### config.mk
export PLATFORM = sky130hd
export DESIGN_NAME = wtsp_mul
export DESIGN_NICKNAME = d
export VERILOG_FILES = /design/src/rtl/wtsp_pkg.sv /design/src/rtl/wtsp_mul.sv
export SDC_FILE = /design/constraint.sdc
export NUM_CORES = 2
export LEC_CHECK = 0
export ABC_CLOCK_PERIOD_IN_PS = 29600
export BUFFER_PORTS_ARGS = -buffer_cell sky130_fd_sc_hd__buf_2
export CAP_MARGIN = 10
export CORE_MARGIN = 10
export CORE_UTILIZATION = 55
export CTS_CLUSTER_DIAMETER = 50
export CTS_CLUSTER_SIZE = 40
export DETAILED_ROUTE_END_ITERATION = 10
export PLACE_DENSITY_LB_ADDON = 0.25
export SKIP_CTS_REPAIR_TIMING = 1
export SKIP_LAST_GASP = 1
export SYNTH_ARGS = -nofsm -noshare
export SYNTH_HDL_FRONTEND = slang
export SYNTH_SLANG_ARGS = --single-unit
### constraint.sdc
create_clock -name clk -period 29.6 [get_ports clk]
set_input_delay 7.4 -clock clk [delete_from_list [all_inputs] [get_ports clk]]
set_output_delay 7.4 -clock clk [all_outputs]
set_load 0.05 [all_outputs]
### src/rtl/wtsp_pkg.sv
`timescale 1ns / 1ps

package wtsp_pkg;

  // data path widths
  localparam int DATA_W        = 32;
  localparam int PROD_W        = 2 * DATA_W;
  localparam int FRAC_BITS_DEF = 16;

  // viewport sum width: 14-bit coefficient times 32-bit value plus offset
  localparam int VP_W = 48;

  // configuration port
  localparam int CFG_IDX_W  = 2;
  localparam int CFG_DATA_W = 14;

  localparam logic [CFG_IDX_W-1:0] REG_VIEWPORT_WIDTH  = 2'd0;
  localparam logic [CFG_IDX_W-1:0] REG_VIEWPORT_HEIGHT = 2'd1;

  localparam logic [CFG_DATA_W-1:0] VIEWPORT_WIDTH_RST  = 14'd1920;
  localparam logic [CFG_DATA_W-1:0] VIEWPORT_HEIGHT_RST = 14'd1080;

  // item kinds
  localparam logic MODE_LOAD    = 1'b0;
  localparam logic MODE_PROJECT = 1'b1;

  // saturation limits
  localparam logic signed [DATA_W-1:0] SAT_MAX = 32'sh7fff_ffff;
  localparam logic signed [DATA_W-1:0] SAT_MIN = 32'sh8000_0000;

  typedef logic signed [DATA_W-1:0] data_t;
  typedef logic signed [PROD_W-1:0] prod_t;

endpackage

### src/rtl/wtsp_mul.sv
`timescale 1ns / 1ps

module wtsp_mul
  import wtsp_pkg::*;
(
  input  logic  clk,
  input  logic  en,
  input  data_t a,
  input  data_t b,
  output prod_t prod
);

  // shared signed multiplier, product registered
  always_ff @(posedge clk) begin
    if (en) begin
      prod <= a * b;
    end
  end

endmodule

==> Word level (Yosys, flattened, before mapping) <==
Index checks and enable logic that the tools add are counted.
Widths: inputs -> output; s select.
{ "word_totals": {"regBits": 64, "input_bits": 66, "out_inout_bits": 64, "word_cells": 2} }
{ "classes": {"n_mul": 1} }
{ "op_table": {"columns": ["operator", "n"], "rows": [
  ["$mul 32x32->64", 1]
]} }

==> Logic depth before layout (Yosys ltp) <==
{ "logic_depth": {"word_depth": 1, "ltp_mapped": 28, "mapped_depth_nobuf": 27} }

==> Least setup slack after synthesis <==
OpenSTA, ideal clock, no wires.
{ "synth_path": {"kind": "input to register", "from": "input port b[2]", "to": "register prod[62] (data pin)", "slack_ns": 14.803, "stages": 24, "t_arrival_ns": 14.528, "required_ns": 29.331, "setup_ns": 0.269, "n_path_buf": 1, "path_cell_list": "clkbuf_1 -> nand2_1 -> inv_1 -> fa_1 -> fa_1 -> fa_1 -> fa_1 -> inv_1 -> fa_1 -> inv_1 -> fa_1 -> inv_1 -> fa_1 -> inv_1 -> fa_1 -> ha_1 -> and3_1 -> nand2_1 -> or3_1 -> o22a_1 -> o211ai_1 -> a31oi_1 -> o31ai_1 -> xor2_1"} }
{ "synth_via": {"elab_chain_cells": 1} }
{ "synth_rtl": {"columns": ["item", "line_no", "text"], "rows": [
  ["from (decl)", "wtsp_mul.sv:9", "input data_t b,"],
  ["$mul 32x32->64", "wtsp_mul.sv:16", "prod <= a * b;"],
  ["to (signal assigned)", "wtsp_mul.sv:16", null],
  ["to (decl)", "wtsp_mul.sv:10", "output prod_t prod"]
]} }
No other way between the ends.
A chain may end at the register's enable or synchronous reset.

==> Worst setup path after layout <==
{ "layout_path": {"from": "input port b[3]", "to": "register prod[62] (data pin)"} }
Same word-level chain as after synthesis.

==> results.md <==
- Maxcap violations: 0
- RSZ-0062 raised after global routing: no
- Count of cell types in the netlist: 63
- Critical Path AT: 15.64 ns
- Register area share after synthesis: 0.05073
- Total GRT Usage: 0.2526
- Initial antenna violation count: 2
- Share of cells above drive strength 1: 0.04535
- Placeable Area: 0.06847 mm2
- Die Y: 282.4 um
- Post-layout util: 0.5733
- Final setup fails: 0
- CTS tree: yes
- Overall routed net length: 95,590 um
- Worst Path Max Fanout: 32
- Vias in the first global route: 28,690
- Yosys reg bits: 64
- Ys flop type: edfxtp_1
- Fin crit share: 0.5256
- Most common cell after layout, fill and taps aside: fa_1
- Most flop-heavy register: prod
- Die area: 0.07978 mm2
- Area leader, netlist: fa_1
- Layout Nets: 5,164
- Area grow syn2layout: 3.616%
- Core Rows: 96
- Largest register FFs: 64
- DP Wirelength: 79,110 um
- Run status: finished clean
- Worst slew margin: 0.1999
- Max-slew violations: 0
- Ys Warns: 0
- First-pass GRT wire length: 155,700 um
- Post-synth EDFFs: 64
- Die W: 282.4 um
- Clk sinks: 64
- Largest regs: prod x64
- Worst hold start: en
- Grt ovf: 0
- Hold Vio Cnt, Final: 0
- Placement Cell Area: 0.03894 mm2
- Port Buf Inserts: 129
- Synth async-reset ratio: 0
- Hold Crit Class: input port to flop
- FMAX: 64.28 MHz
- Crit. End Element: flop
- Post-route antenna net violation count: 0
- Cell area after synthesis: 0.03788 mm2
- Syn Inst Count: 3,884
- Finished layout cell area: 0.03925 mm2
- Yosys top cell area share: 0.5718
- Number of buffers created by CTS: 9
- Avg Vias per Cell: 5.468
- Worst-path clk slew: 0.06 ns
- Worst slew pin tran: 1.199 ns
- Root Driver: clkbuf_16
- Critical Path Source: b[3]
- Post-Syn Area per Cell: 9.753 um2
- H-tree levels: 3
- Syn Nets: 5,216
- Sum Neg Setup Slack: 0 ns
- Initial DRC Count: 1,321
- Synth area leaders: fa_1, inv_1, and2_1, ha_1, edfxtp_1
- Wirelength per Cell: 20.25 um
- Worst hold margin: 7.756 ns
- IO Pins: 130
- DRC errors left: 0
- Via count: 25,810
- Clk buf depth: 2
- Most frequent cells in the layout: fa_1, inv_1, and2_1
- Final min period: 15.56 ns
- Largest net degree at the start of global routing: 65
- Critical path class: input port to flop
- Final GP Congestion: 0.9206
- Initial Util: 0.5533
- Worst Setup Start Kind: input port
- Crit path required time: 29.69 ns
- DR pass1 iterations: 5
==> logic make-up after synthesis <==
kind of cell / Yosys count / synth area share
AO/OA/AOI/OAI: 193 / 0.03405
XOR/XNOR: 75 / 0.01734
adder cells (fa/ha/maj): 1266 / 0.6326
AND/OR/NAND/NOR: 1134 / 0.1511
buffers and inverters: 1152 / 0.1142
flip-flops: 64 / 0.05073
==> synthesized netlist by cell type, drive strengths merged, types with 7 or more instances <==
cell / number
o21ai: 31
a211oi: 8
xor2: 22
clkbuf: 195
nand4: 7
nor3: 7
a21oi: 68
nor2: 42
and2: 516
a21o: 25
and3: 9
a31oi: 13
nand3: 15
nand2b: 9
inv: 952
ha: 184
nand2: 511
o21bai: 15
xnor2: 53
edfxtp: 64
o31ai: 7
fa: 1082
==> layer usage <==
| metal | up-vias | global-route usage | part of all wire |
|---|---|---|---|
| met5 | - | 0 | 0.00015 |
| met4 | 4 | 0.1133 | 0.051 |
| met3 | 203 | 0.03126 | 0.046 |
| met2 | 771 | 0.4549 | 0.53 |
| met1 | 13820 | 0.2991 | 0.37 |
| li1 | 11010 | - | - |
==> final cells by class <==
cell class | count | area [um2]
tap | 882 | 1104
timing repair buffer | 137 | 705.7
sequential | 64 | 1922
multi-input combinational | 2668 | 31630
clock buffer | 10 | 229.0
fill | 6023 | 29210
antenna | 1 | 2.502
clock inverter | 6 | 83.83
inverter | 952 | 3573
==> through the flow <==
step / worst slack [ns] / cells
after floorplan: 14.80 / 3884
final: 14.04 / 4720
after detailed placement: 13.76 / 4703
after global placement: 13.93 / 4703
after global routing: 13.68 / 4719
after CTS: 14.14 / 4719
==> final timing paths <==
check / slack [ns] / depth (start not counted) / endpoint
max: 14.04 / 22 / prod[62]$_DFFE_PP_
min: 7.76 / 2 / prod[57]$_DFFE_PP_
==> worst max-delay path, stage by stage <==
cell and delay (ns):
buf_2 0.51, and2_1 0.28, fa_1 0.48, fa_1 0.49, fa_1 0.73, fa_1 0.94
inv_1 0.38, fa_1 0.58, inv_1 0.05, fa_1 0.52, inv_1 0.05, fa_1 0.47
inv_1 0.05, fa_1 0.45, ha_1 0.40, and3_1 0.21, nand2_1 0.07, or3_1 0.38
o211ai_1 0.50, a31oi_1 0.21, o31ai_1 0.30, xor2_1 0.10
Power is left out: the tool's default activity adds up to more than one toggle a clock period on the data nets, which glitch-free logic cannot reach.
