[config.mk]
export PLATFORM = sky130hd
export DESIGN_NAME = wtsp_div
export DESIGN_NICKNAME = d
export VERILOG_FILES = /design/src/rtl/wtsp_pkg.sv /design/src/rtl/wtsp_div.sv
export SDC_FILE = /design/constraint.sdc
export NUM_CORES = 1
export LEC_CHECK = 0
export ABC_AREA = 0
export BUFFER_PORTS_ARGS = -buffer_cell sky130_fd_sc_hd__buf_2
export CAP_MARGIN = 20
export CORE_UTILIZATION = 61
export DETAILED_ROUTE_END_ITERATION = 7
export GPL_TIMING_DRIVEN = 0
export PLACE_DENSITY = 0.82
export SYNTH_ARGS = -nofsm -noshare
export SYNTH_HDL_FRONTEND = slang
export SYNTH_SLANG_ARGS = --single-unit
[constraint.sdc]
create_clock -name clk -period 9.49 [get_ports clk]
set_clock_uncertainty 0.15 [all_clocks]
set_input_delay 2.847 -clock clk [delete_from_list [all_inputs] [get_ports clk]]
set_output_delay 2.847 -clock clk [all_outputs]
set_load 0.1 [all_outputs]
[src/rtl/wtsp_pkg.sv]
`timescale 1ns / 1ps

package wtsp_pkg;

  // data path widths
  localparam int DATA_W        = 32;
  localparam int PROD_W        = 2 * DATA_W;
  localparam int FRAC_BITS_DEF = 16;

  // viewport sum width: 14-bit coefficient times 32-bit value plus offset
  localparam int VP_W = 48;

  // configuration port
  localparam int CFG_IDX_W  = 2;
  localparam int CFG_DATA_W = 14;

  localparam logic [CFG_IDX_W-1:0] REG_VIEWPORT_WIDTH  = 2'd0;
  localparam logic [CFG_IDX_W-1:0] REG_VIEWPORT_HEIGHT = 2'd1;

  localparam logic [CFG_DATA_W-1:0] VIEWPORT_WIDTH_RST  = 14'd1920;
  localparam logic [CFG_DATA_W-1:0] VIEWPORT_HEIGHT_RST = 14'd1080;

  // item kinds
  localparam logic MODE_LOAD    = 1'b0;
  localparam logic MODE_PROJECT = 1'b1;

  // saturation limits
  localparam logic signed [DATA_W-1:0] SAT_MAX = 32'sh7fff_ffff;
  localparam logic signed [DATA_W-1:0] SAT_MIN = 32'sh8000_0000;

  typedef logic signed [DATA_W-1:0] data_t;
  typedef logic signed [PROD_W-1:0] prod_t;

endpackage

[src/rtl/wtsp_div.sv]
`timescale 1ns / 1ps

module wtsp_div
  import wtsp_pkg::*;
#(
  parameter int FRAC_BITS = FRAC_BITS_DEF,
  parameter int ACC_W     = 66 - FRAC_BITS_DEF
) (
  input  logic                    clk,
  input  logic                    rst,
  input  logic                    start,
  input  logic signed [ACC_W-1:0] num,
  input  logic signed [ACC_W-1:0] den,
  output logic                    busy,
  output logic                    done,
  output data_t                   quot
);

  localparam int IntBits = DATA_W - FRAC_BITS;

  localparam logic [1:0] D_IDLE = 2'd0;
  localparam logic [1:0] D_CHK  = 2'd1;
  localparam logic [1:0] D_RUN  = 2'd2;

  logic [1:0]        dstate;
  logic              neg;
  logic [ACC_W-1:0]  rem;
  logic [ACC_W-1:0]  dvs;
  logic [DATA_W-1:0] lo;
  logic [DATA_W-1:0] q;
  logic [4:0]        cnt;

  logic [ACC_W-1:0]  mag;
  logic [ACC_W-1:0]  trial;
  logic              take;
  logic [DATA_W-1:0] q_next;
  data_t             q_sat;

  // magnitude of the dividend
  assign mag = num[ACC_W-1] ? ACC_W'(-num) : ACC_W'(num);

  // one restoring step: bring down the next dividend bit
  assign trial  = {rem[ACC_W-2:0], lo[DATA_W-1]};
  assign take   = (trial >= dvs);
  assign q_next = {q[DATA_W-2:0], take};

  // signed result with saturation to 32 bits
  always_comb begin
    if (neg) begin
      q_sat = (q_next > 32'h8000_0000) ? SAT_MIN : data_t'(~q_next + 32'd1);
    end else begin
      q_sat = q_next[DATA_W-1] ? SAT_MAX : data_t'(q_next);
    end
  end

  assign busy = (dstate != D_IDLE);

  // sequencer: overflow check, then one quotient bit per cycle
  always_ff @(posedge clk) begin
    if (rst) begin
      dstate <= D_IDLE;
      done   <= 1'b0;
      cnt    <= '0;
    end else begin
      done <= 1'b0;
      unique case (dstate)
        D_IDLE: begin
          if (start) begin
            neg    <= num[ACC_W-1];
            rem    <= mag >> IntBits;
            lo     <= {mag[IntBits-1:0], {FRAC_BITS{1'b0}}};
            dvs    <= ACC_W'(den);
            dstate <= D_CHK;
          end
        end
        D_CHK: begin
          // quotient of 2^32 or more saturates at once
          if (rem >= dvs) begin
            quot   <= neg ? SAT_MIN : SAT_MAX;
            done   <= 1'b1;
            dstate <= D_IDLE;
          end else begin
            q      <= '0;
            cnt    <= '0;
            dstate <= D_RUN;
          end
        end
        D_RUN: begin
          rem <= take ? (trial - dvs) : trial;
          lo  <= {lo[DATA_W-2:0], 1'b0};
          q   <= q_next;
          cnt <= cnt + 5'd1;
          if (cnt == 5'd31) begin
            quot   <= q_sat;
            done   <= 1'b1;
            dstate <= D_IDLE;
          end
        end
        default: begin
          dstate <= D_IDLE;
        end
      endcase
    end
  end

endmodule

# Word level (Yosys, flattened, before mapping)
# Cells that the tools add are included.
# totals
regBits	204
in_bits	103
elab_cells	59
# op_classes
magnitude_cmp	3
eq_ne	7
n_mux	24
n_bitwise	2
n_reduce_logical	10
n_addsub	4
# ops
cell	n
32-bit two-way mux	6
50-bit two-way mux	3
32-bit one-hot mux with 2 select lines	2
50-bit greater-or-equal comparator	2
50-bit one-hot mux with 2 select lines	1
31-bit two-way mux	2
31-bit one-hot mux with 2 select lines	1
50-bit negator	1
50-bit subtractor	1
32-bit by 1-bit adder with 32-bit output, second input constant	1
32-bit greater-than comparator, second input constant	1
32-bit NOT	1
5-bit one-hot mux with 2 select lines	1
3-bit AND reduction	3
2-bit != test, second input constant	4
2-bit two-way mux	3
2-bit one-hot mux with 3 select lines	1
2-bit nonzero test	3
5-bit by 1-bit adder with 5-bit output, second input constant	1
5-bit == test, second input constant	1
5-bit two-way mux	1
2-bit AND reduction	2
4-bit AND reduction	1
2-bit by 1-bit == test with 1-bit output, second input constant	1
other kinds (5)	6

# Longest topological paths before layout
# depth
depth_word	7
mapped_depth	23

# Worst setup path after synthesis
# Ideal clock, no wire load.
# synth_path
path_kind	in2reg
start	input port rst
end	register dvs[0] (enable)
path_slack_ps	2009
t_required_ps	8807
path_stages	2
n_path_buf	1
t_arrival_ps	6797
cell_sequence	clkbuf_1 nor3b_1
# synth_between
elab_chain_cells	2
# synth_lines
element	line	rtl
start: declaration	wtsp_div.sv:10	input logic rst,
1-bit NOT (no line)	n/a	
3-bit AND reduction (no line)	n/a	
end signal: assignment	wtsp_div.sv:72	dvs <= ACC_W'(den);
end: declaration	wtsp_div.sv:28	logic [ACC_W-1:0] dvs;
# No other way between the ends.
# A chain may end at the register's enable or synchronous reset.

# Worst setup path after layout
# layout_path
start	register rem[8]
end	register quot[5], data pin
# layout_between
elab_chain_cells	7
# layout_lines
element	line	rtl
start: declaration	wtsp_div.sv:27	logic [ACC_W-1:0] rem;
start signal: assignment	wtsp_div.sv:70	rem <= mag >> IntBits;
start signal: assignment	wtsp_div.sv:89	rem <= take ? (trial - dvs) : trial;
50-bit greater-or-equal comparator (*)	wtsp_div.sv:44	assign take = (trial >= dvs);
32-bit NOT	wtsp_div.sv:50	q_sat = (q_next > 32'h8000_0000) ? SAT_MIN : data_t'(~q_next + 32'd1);
32-bit by 1-bit adder with 32-bit output	wtsp_div.sv:50	
32-bit two-way mux (*)	wtsp_div.sv:50	
32-bit two-way mux (*)	wtsp_div.sv:49	if (neg) begin
32-bit two-way mux (*)	wtsp_div.sv:93	if (cnt == 5'd31) begin
32-bit one-hot mux with 2 select lines (*)	wtsp_div.sv:66	unique case (dstate)
end signal: assignment	wtsp_div.sv:79	quot <= neg ? SAT_MIN : SAT_MAX;
end signal: assignment	wtsp_div.sv:94	quot <= q_sat;
end: declaration	wtsp_div.sv:16	output data_t quot
# Every way passes the cells marked *; elsewhere a longest branch is shown, timed or not. The select of a mux whose other input is x is not followed.

==> impl_metrics.py <==
metrics = {
    "run_status": {
        "status": "finished, final reports clean",
    },
    "placed_design": {
        "pre_cts_slack_ns": 2.471,
        "dpl.hpwl_mm": 29.42,
        "io_buffers": 136,
        "globalplace.congestion": 0.9945,
    },
    "logic_synthesis": {
        "syn-instance-count": 1442,
        "yosysTopAreaCell": "edfxtp_1",
        "avgSynthCellArea_um2": 9.479,
        "synthesis.area_um2": 13670,
        "synth_top_area_share_pct": 39.54,
        "yosys_warnings": 0,
        "synth_seq_area_share_pct": 40.71,
        "synth_fp_nets": 1653,
        "async_reset_ff_share_pct": 0,
        "synth_area_leaders": "edfxtp_1 (40%), ha_1 (9.8%), a21oi_1 (4.0%), o21ai_0 (3.6%), nand2_1 (3.1%)",
        "yosys_most_used_dff": "edfxtp_1",
        "ys_ff_latch": 188,
        "synth_edf_count": 180,
        "ys_types": 77,
    },
    "clock_network": {
        "htreeDepth": 4,
        "cts_root_buffer": "clkbuf_16",
        "post-cts-setup-buffer-count": 0,
        "cts_hold_buf": 0,
        "cts_sinks": 188,
        "clock_path_buffers": 2,
        "clkTransAtPathRegs_ns": 0.08,
        "numCtsBuffers": 17,
        "cts_resized": 0,
        "clock_latency_ns": 0.45,
        "cts_tree": "done",
    },
    "sta": {
        "max_freq_mhz": 136.7,
        "hold_viol": 0,
        "fin_ws_ns": 2.176,
        "rsz0062_at_grt": "no",
        "period_share_pct": 77.07,
        "slew_headroom_pct": 31.81,
        "drv_slew": 0,
        "worst_pin_slew_ns": 1.023,
        "setup_viol": 0,
        "period_minus_slack_ns": 7.314,
    },
    "route": {
        "wl_mm": 39.43,
        "drcViolationCount": 0,
        "wl_per_cell_um": 20.77,
        "drt_iter0_markers": 1452,
        "ant_nets": 0,
        "vias_per_cell": 6.491,
        "dr.pass1.iters": 6,
        "routed-via-count": 12320,
    },
    "power": {
        "p_per_area_nw_per_um2": 160.0,
        "ir_drop_uv": 128.8,
        "leakage_nw": 6.126,
    },
    "worst_setup_path": {
        "cpPeakStageDelay_ns": 0.73,
        "ff2ff_setup_slack_ns": 2.18,
        "crit_chain": "ha_1 -> and3_1 -> a221oi_1 -> a31oi_1 -> o311ai_1 -> nand3_1 -> clkbuf_1 -> inv_2 -> clkbuf_1 -> ha_1 -> nand2b_1 -> or3_1 -> or2_1 -> nor3_1 -> nand3b_1 -> o21a_1 -> clkbuf_1 -> clkbuf_1 -> o22ai_1",
        "crit_path_start_kind": "flip-flop",
        "r2r.worst_path.cells": 19,
        "crit_path_top_delay_cell": "a221oi_1",
        "crit_fanout": 10,
        "crit_arrival_ns": 7.41,
        "worstPathRequired_ns": 9.58,
        "r2r-end": "quot[5]$_DFFE_PP_",
        "cp-end-kind": "flip-flop",
        "critPathKind": "reg -> reg",
        "crit_top_cell": "clkbuf_1",
        "r2r_start": "rem[8]$_DFFE_PP_",
    },
    "hold_path": {
        "whs_path_depth": 2,
        "hp-start": "cnt[4]$_SDFFE_PP0P_",
        "worstHoldPathType": "reg -> reg",
        "min_to": "cnt[4]$_SDFFE_PP0P_",
    },
    "floorplan": {
        "die_h_um": 151.7,
        "ioPinCount": 137,
        "start_util_pct": 62.44,
        "dieArea_um2": 23010,
        "fp-row-count": 54,
        "die_x_um": 151.7,
        "core-area_um2": 21890,
    },
    "run": {
        "cap_violations": 0,
    },
    "grt": {
        "grt_pass1_wl_mm": 60.31,
        "grt_pass1_vias": 11420,
        "track_usage_pct": 34.53,
        "global_route.overflow_total": 0,
        "antenna_found_initial": 0,
        "grt_max_degree": 33,
    },
    "final_layout": {
        "antennaDiodeCount": 0,
        "layout.nets": 1816,
        "drive_gt1_share_pct": 12.73,
        "syn_to_final_growth_pct": 13.23,
        "fin_util_pct": 70.70,
        "fillers": 1687,
    },
}
==> power by group <==
group | internal [mW] | total, mW | leakage (nW) | switching [mW]
Sequential | 0.987 | 1.03 | 1.74 | 0.0384
Clock | 0.383 | 0.759 | 0.300 | 0.377
Combinational | 0.229 | 0.692 | 4.08 | 0.463
==> worst max-delay path, delay by kind of cell, from the launching register on <==
kind / cells / cell delay (ns)
adder cells (fa/ha/maj): 2 / 0.72
AND/OR/NAND/NOR: 7 / 1.97
buffers and inverters: 5 / 1.82
flip-flops: 1 / 0.45
AO/OA/AOI/OAI: 5 / 2.00
==> registers in the layout, summed over array words and instances, names as in the netlist <==
signal  cells
cnt         5
done        1
dstate      2
dvs        50
lo         16
neg         1
q          31
quot       32
rem        50
==> worst max path at each step <==
stage	startpoint	to	slack, ns	depth (start not counted)
6_report	rem[8]$_DFFE_PP_	quot[5]$_DFFE_PP_	2.18	19
5_1_grt	rem[8]$_DFFE_PP_	quot[5]$_DFFE_PP_	1.78	19
4_1_cts	rem[8]$_DFFE_PP_	quot[5]$_DFFE_PP_	2.43	19
3_5_place_dp	rem[8]$_DFFE_PP_	quot[5]$_DFFE_PP_	2.47	19
3_3_place_gp	rst	dvs[18]$_DFFE_PP_	-0.14	3
2_1_floorplan	rst	dvs[0]$_DFFE_PP_	2.01	2
==> Yosys cell counts, types with 9 or more instances <==
cell and count:
a21oi_1 109, nand3_1 23, o31ai_1 14, edfxtp_1 180
o21bai_1 12, or3_1 15, nor2b_1 13, clkbuf_1 62
nand2_1 112, nor3_1 35, and2_1 34, nand2b_1 16
inv_1 75, o211ai_1 20, or4_1 12, xor2_1 41
o21ai_1 27, mux2i_1 33, o21ai_0 97, nand4_1 29
a211oi_1 16, ha_1 107, xnor2_1 46, a21o_1 51
nor4_1 16, o41ai_1 9, nor2_1 94, o22ai_1 15
==> cells by family after synthesis <==
group	synth area share, %
compound gates	20.39
xor+xnor	5.574
fa+ha+maj	9.940
buf+inv	4.238
flops	40.71
mux	2.416
simple gates	16.72
==> layout make-up <==
class	count	area (um2)	share of cell area, %
multi-input cells	1104	7560	48.84
flip-flops and latches	188	5565	35.96
repair buffers	144	804.5	5.198
clock buffers	17	425.4	2.749
well taps	280	350.3	2.264
inverters	78	292.8	1.892
plain buffers	72	286.5	1.851
clock inverters	15	192.7	1.245
==> cells in the final DEF, fill, tap and decap left out, types with 17 or more instances in the layout <==
cell	instances
edfxtp_1	180
buf_2	137
nand2_1	112
a21oi_1	107
ha_1	107
o21ai_0	97
nor2_1	93
inv_1	75
clkbuf_1	62
a21o_1	51
xnor2_1	46
xor2_1	41
nor3_1	35
and2_1	34
mux2i_1	33
nand4_1	29
o21ai_1	27
nand3_1	23
o211ai_1	20
clkbuf_16	17
==> layer usage <==
| layer | global-route usage [%] | share of wire [%] |
|---|---|---|
| met1 | 45.89 | 41 |
| met2 | 55.43 | 46 |
| met3 | 6.347 | 9.6 |
| met4 | 14.11 | 3.5 |
| met5 | 0 | 0 |
==> metrics by stage <==
stage | setup TNS, ns | cells | total power [mW] | hold slack [ns] | cell area [um2]
2_1_floorplan | 0 | 1442 | 1.513 | 0.3200 | 13670
3_3_place_gp | -6.980 | 1858 | 1.687 | 0.3315 | 14700
3_5_place_dp | 0 | 1866 | 1.711 | 0.3512 | 14860
4_1_cts | 0 | 1898 | 2.460 | 0.3598 | 15480
5_1_grt | 0 | 1898 | 2.564 | 0.3764 | 15480
6_report | 0 | 1898 | 2.476 | 0.3605 | 15480
No activity file was read; power rests on OpenSTA's default activity.
